## src/ip_rtbf_pkg.sv

```systemverilog
// ============================================================================
// ip_rtbf_pkg
// Shared types and action codes for the IPv4 range block/trust filter.
// ============================================================================
package ip_rtbf_pkg;

    // Action codes carried in the input transaction
    localparam logic [1:0] ACT_CLEAR  = 2'd0;
    localparam logic [1:0] ACT_APPEND = 2'd1;
    localparam logic [1:0] ACT_LOOKUP = 2'd2;
    localparam logic [1:0] ACT_NONE   = 2'd3;

    typedef struct packed {
        logic [1:0]  action;
        logic [31:0] range_start;
        logic [31:0] range_end;
        logic        entry_is_block;
        logic [31:0] ip_address;
    } s_payload_t;

    typedef struct packed {
        logic is_blocked;
        logic table_full;
    } m_payload_t;

    // Transaction token as it travels down the cell chain
    typedef struct packed {
        logic        valid;
        logic [1:0]  action;
        logic [31:0] range_start;
        logic [31:0] range_end;
        logic        entry_is_block;
        logic [31:0] ip_address;
        logic        table_full;
        logic        trust_any;
        logic        empty;
        logic        hit_block;
        logic        hit_trust;
    } tok_t;

endpackage

```

## src/ip_rtbf_cell.sv

```systemverilog
// ============================================================================
// ip_rtbf_cell
// One table entry: stores a range on append, checks it on lookup, and hands
// the token to the next cell.
// ============================================================================
module ip_rtbf_cell
    import ip_rtbf_pkg::*;
#(
    parameter int MAX_ENTRIES = 16,
    parameter int CELL_INDEX  = 0,
    localparam int CNT_W      = $clog2(MAX_ENTRIES + 1)
) (
    input  logic             aclk,
    input  logic             aresetn,
    input  logic             advance,
    input  tok_t             tok_in,
    input  logic [CNT_W-1:0] used_in,
    output tok_t             tok_out,
    output logic [CNT_W-1:0] used_out
);

    localparam logic [CNT_W-1:0] MY_INDEX = CNT_W'(CELL_INDEX);

    // entry storage, no reset: only read below the fill count
    logic [31:0] start_reg;
    logic [31:0] end_reg;
    logic        block_reg;

    tok_t             tok_reg;
    tok_t             tok_next;
    logic [CNT_W-1:0] used_reg;
    logic             wr_en;
    logic             match;

    assign wr_en = advance && tok_in.valid && (tok_in.action == ACT_APPEND) &&
                   (used_in == MY_INDEX);

    assign match = tok_in.valid && (tok_in.action == ACT_LOOKUP) &&
                   (MY_INDEX < used_in) && (tok_in.ip_address != 32'd0) &&
                   (tok_in.ip_address >= start_reg) && (tok_in.ip_address <= end_reg);

    always_comb begin
        tok_next = tok_in;
        if (match) begin
            if (block_reg) begin
                tok_next.hit_block = 1'b1;
            end else begin
                tok_next.hit_trust = 1'b1;
            end
        end
    end

    always_ff @(posedge aclk) begin
        if (wr_en) begin
            start_reg <= tok_in.range_start;
            end_reg   <= tok_in.range_end;
            block_reg <= tok_in.entry_is_block;
        end
    end

    always_ff @(posedge aclk) begin
        if (!aresetn) begin
            tok_reg  <= '0;
            used_reg <= '0;
        end else if (advance) begin
            tok_reg  <= tok_next;
            used_reg <= used_in;
        end
    end

    assign tok_out  = tok_reg;
    assign used_out = used_reg;

endmodule

```

## config.mk

```make
export PLATFORM = sky130hd
export DESIGN_NAME = ip_rtbf_cell
export DESIGN_NICKNAME = d
export VERILOG_FILES = /design/src/ip_rtbf_pkg.sv /design/src/ip_rtbf_cell.sv
export SDC_FILE = /design/constraint.sdc
export NUM_CORES = 1
export LEC_CHECK = 0
export ABC_AREA = 1
export BUFFER_PORTS_ARGS = -buffer_cell sky130_fd_sc_hd__buf_2
export CAP_MARGIN = 20
export CORE_AREA = 2 2 141 143
export CTS_CLUSTER_DIAMETER = 80
export DETAILED_ROUTE_END_ITERATION = 8
export DIE_AREA = 0 0 143 145
export PLACE_DENSITY = 0.75
export SETUP_SLACK_MARGIN = 0.15
export SLEW_MARGIN = 25
export SYNTH_ARGS = -nofsm -noshare
export SYNTH_HDL_FRONTEND = slang
export SYNTH_SLANG_ARGS = --single-unit
```

## constraint.sdc

```tcl
create_clock -name aclk -period 8.1 [get_ports aclk]
set_input_delay 0.405 -clock aclk [delete_from_list [all_inputs] [get_ports aclk]]
set_output_delay 0.405 -clock aclk [all_outputs]
set_load 0.05 [all_outputs]
```

After elaboration in Yosys (flattened, before gate mapping)
Index checks and enable logic that the tools add are counted.
{"block": "classes", "n_reduce_logical": 10, "muxes": 3, "n_eq_ne": 2, "order_cmp": 3}
{"operator": "32-bit >= comparator", "count": 1}
{"operator": "32-bit less-or-equal comparator", "count": 1}
{"operator": "32-bit nonzero test", "count": 1}
{"operator": "1-bit logical AND", "count": 8}
{"operator": "5-bit logical NOT", "count": 1}
{"operator": "1-bit by 5-bit < comparator with 1-bit output, first input constant", "count": 1}
{"operator": "2-bit by 1-bit equality test with 1-bit output, second input constant", "count": 1}
{"operator": "2-bit equality test, second input constant", "count": 1}
{"operator": "1-bit 2-to-1 mux", "count": 2}
{"operator": "2-bit 2-to-1 mux", "count": 1}
{"block": "word_totals", "regBits": 175, "input_bits": 113}

Longest topological paths before layout
{"block": "depth", "depth_word": 7, "ltp_mapped": 16}

Least setup slack after synthesis
Ideal clock, no wire load.
{"block": "synth_timing", "kind": "input-to-reg", "start": "input advance", "end": "register block_reg, enable pin", "arrival_ps": 6930, "path_buffers": 2, "stages": 4, "t_required_ps": 7451, "setup_ps": 649, "path_slack_ps": 521, "cell_sequence": "buf_2 -> buf_4 -> nand2_1 -> nor4_1"}
{"block": "synth_between", "elab_chain_len": 3}
{"item": "start, declared", "line": "ip_rtbf_cell.sv:15", "source": "input logic advance,"}
{"item": "1-bit logical AND (3 in series)", "line": "ip_rtbf_cell.sv:35", "source": "assign wr_en = advance && tok_in.valid && (tok_in.action == ACT_APPEND) &&"}
{"item": "named net wr_en", "line": "ip_rtbf_cell.sv:32", "source": "logic wr_en;"}
{"item": "end signal, assigned", "line": "ip_rtbf_cell.sv:57", "source": "block_reg <= tok_in.entry_is_block;"}
{"item": "end, declared", "line": "ip_rtbf_cell.sv:27", "source": "logic block_reg;"}
The timed path passes the listed nets, and every way through them passes these cells.
A chain may end at the register's enable or synchronous reset.

Worst setup path after layout
{"block": "layout_timing", "start": "input advance", "end": "register end_reg[14], enable pin"}
{"block": "layout_between", "elab_chain_len": 3}
{"item": "1-bit logical AND (3 in series)", "line": "ip_rtbf_cell.sv:35"}
{"item": "named net wr_en", "line": "ip_rtbf_cell.sv:32"}
{"item": "end signal, assigned", "line": "ip_rtbf_cell.sv:56", "source": "end_reg <= tok_in.range_end;"}
{"item": "end, declared", "line": "ip_rtbf_cell.sv:26", "source": "logic [31:0] end_reg;"}
The timed path passes the listed nets, and every way through them passes these cells.

==> reports/qor.yml <==
layout:
  fillCellCount: 1760
  drive_gt1_share_pct: 25.4
  num_antenna_cells: 0
  area_growth_pct: 25.3
  design_area_sq_um: 9530
  layout_commonest_cell: "buf_2"
  nNetsFinal: 1233
  largest_register_ffs: 105
  final_cell_mix: "buf_2, nor2_1, dfxtp_1, inv_1, o21ai_0"
grt:
  antenna_found_initial: 0
  gr-total-overflow: 0
  grt_max_degree: 117
  met2_usage_pct: 29.7
  grt_pass1_wl_mm: 30.1
  grt_use_met1_pct: 24.6
  grt_use_met3_pct: 4.32
  grt_busiest_layer: "met2"
  first_global_vias: 5947
  grt_use_total_pct: 18.6
floorplan:
  io_pins: 223
  dieArea_sq_um: 20700
  die_w_um: 143
  start_util_pct: 39.6
  core_sq_um: 19200
  rows: 51
  die_h_um: 145
sta:
  fmax_mhz: 435
  finalHoldViolCount: 0
  rsz0062_at_grt: "no"
  post-route-min-period_ns: 2.30
  fin_crit_sh_pct: 28.4
  fin_setup_tns_ns: 0
  drv_slew: 0
  clock_skew_ns: 0.00783
  slew-limit-headroom_pct: 38.2
  tightest_slew_ns: 0.926
  setup_viol: 0
critical_path:
  worst-path-max-fanout: 116
  crit_top_cell: "buf_4"
  slowest_stage: "buf_4"
  start_kind: "input pin"
  worstReg2RegEnd: "tok_out[0]"
  slowest_delay_ns: 0.68
  crit_start: "advance"
  r2r_cells: 11
  critPathKind: "input pin to flip-flop"
  path_cells: "buf_4 -> buf_6 -> nand2_1 -> nor4_2 -> buf_4"
  crit_buf_inv: 3
  crit_family: "buffers and inverters"
  r2r-start: "end_reg[29]"
  r2r_setup_slack_ns: 6.32
  crit_required_ns: 8.17
  cp.arrival_ns: 2.37
  end_kind: "flip-flop"
detailed_routing:
  remaining_drc_errors: 0
  routed_wl_mm: 18.7
  ant_nets: 0
  via_count: 6238
  dr.pass1.iters: 5
  post_drt_wl_per_cell_um: 14.0
  drt_iter0_drc: 335
  vias_per_cell: 4.68
power:
  powerDensity_nw_per_um2: 226
  ir_worst_vdd_uv: 145
  p_leak_nw: 4.72
placed_design:
  dpl_cell_area_sq_um: 8910
  hpwl_mm: 13.5
  gp_congestion: 0.781
  port_buffers: 222
cts:
  cts_buffer_depth: 2
  cts_tree: "yes"
  htreeDepth: 4
  cts_resized: 0
  ctsHoldBuffers: 0
  clkTransAtPathRegs_ns: 0.07
  cts_root_buf: "clkbuf_16"
  numCtsBuffers: 17
  cts_setup_buffers: 0
  clock-sinks: 175
  clock_latency_ns: 0.44
synth:
  synth_fa_ha_area_share_pct: 10.5
  yosys.area_share.simple_pct: 14.5
  synth_top_family_by_area: "simple AND/OR/NAND/NOR gates"
  syn_area_per_cell_sq_um: 8.96
  synth_top_cell_area_share_pct: 29.0
  synth_cells: 848
  synth_area_leaders: "dfxtp_1, edfxtp_1, ha_1, nor2_1, o21ai_0"
  synth_compound_area_share_pct: 12.5
  synthesis.nets: 1025
  synth-seq-area-share_pct: 54.7
  yosys.area.top_type: "dfxtp_1"
  yosysWarnings: 0
  ys_seq_elements: 175
  synth_xor_area_share_pct: 0
  synth.mux.area_fraction_pct: 0
  synth.distinct_cells: 25
  syn_area_sq_um: 7600
hold_path:
  holdPathStages: 1
  min_from: "tok_in[101]"
  min_path_type: "input pin to flip-flop"
  worstHoldEndpoint: "start_reg[31]"
outcome:
  status: "complete, no violations"
job:
  maxCapViolCount: 0
[stage by stage]
stage | worst slack [ns] | std cells | util [%] | total power, mW | hold WS (ns)
final | 5.80 | 1334 | 49.6 | 2.15 | 0.153
after global routing | 5.50 | 1334 | 49.6 | 2.23 | 0.130
after CTS | 5.47 | 1334 | 49.6 | 2.17 | 0.128
after detailed placement | 5.00 | 1302 | 46.4 | 1.31 | 0.457
after global placement | 5.06 | 1302 | 46.4 | 1.30 | 0.452
after floorplan | 0.521 | 848 | - | 1.21 | 0.504
[cells in the mapped netlist]
| cell type | count |
|---|---|
| clkinv_1 | 1 |
| buf_2 | 8 |
| nor2_1 | 173 |
| buf_1 | 4 |
| inv_2 | 5 |
| nor3_1 | 3 |
| nand3_1 | 2 |
| o21ai_1 | 8 |
| o21a_1 | 3 |
| nor4_4 | 1 |
| clkbuf_1 | 19 |
| inv_1 | 108 |
| buf_4 | 5 |
| nand4_1 | 14 |
| ha_1 | 64 |
| dfxtp_1 | 110 |
| o21ai_0 | 105 |
| a21oi_1 | 61 |
| nand2_2 | 2 |
| nand2_1 | 77 |
| nor2_2 | 2 |
| edfxtp_1 | 65 |
| a21oi_2 | 4 |
| nor4_1 | 1 |
| a21o_1 | 3 |
[layout make-up]
class	count	area, sq um	area share [%]
clock buffers	19	464	4.87
clock inverters	13	146	1.54
inverters	114	428	4.49
multi-input cells	523	2860	30.0
flip-flops and latches	175	4150	43.6
well taps	265	332	3.48
repair buffers	225	1140	12.0
[worst register-to-register path, cell delays in order, from the launching register on]
cell      delay (ns)
edfxtp_1        0.36
inv_1           0.07
ha_1            0.24
a21oi_1         0.14
nor2_1          0.05
nor3_1          0.14
nand2_1         0.09
a21oi_1         0.21
nand2_1         0.08
nand2_1         0.09
nand3_1         0.12
a21oi_2         0.12
[where the power goes]
part / leakage (nW) / switching, mW / internal (mW) / total (mW)
combinational: 2.92 / 0.241 / 0.0831 / 0.324
sequential: 1.50 / 0.0167 / 0.949 / 0.966
clock: 0.305 / 0.373 / 0.487 / 0.860
total: 4.72 / 0.630 / 1.52 / 2.15
[how the worst max path moves through the flow]
| stage | end | slack (ns) | cells past startpoint |
|---|---|---|---|
| final | end_reg[14] | 5.80 | 5 |
| after global routing | start_reg[8] | 5.50 | 5 |
| after CTS | start_reg[9] | 5.47 | 5 |
| after detailed placement | start_reg[13] | 5.00 | 5 |
| after global placement | end_reg[10] | 5.06 | 5 |
| after floorplan | block_reg | 0.52 | 4 |
[routing by layer]
layer | vias up | part of all wire, % | routed length [um]
met1 | 2851 | 46 | 8580
li1 | 3188 | - | -
met4 | 0 | 1.5 | 277
met5 | - | 0 | 0
met2 | 175 | 47 | 8760
met3 | 24 | 5.7 | 1070
[kinds of logic after synthesis]
family          after synthesis
fa+ha+maj                    64
compound gates              184
buf+inv                     150
simple gates                275
flops                       175
Power figures use the tool's default switching activity.
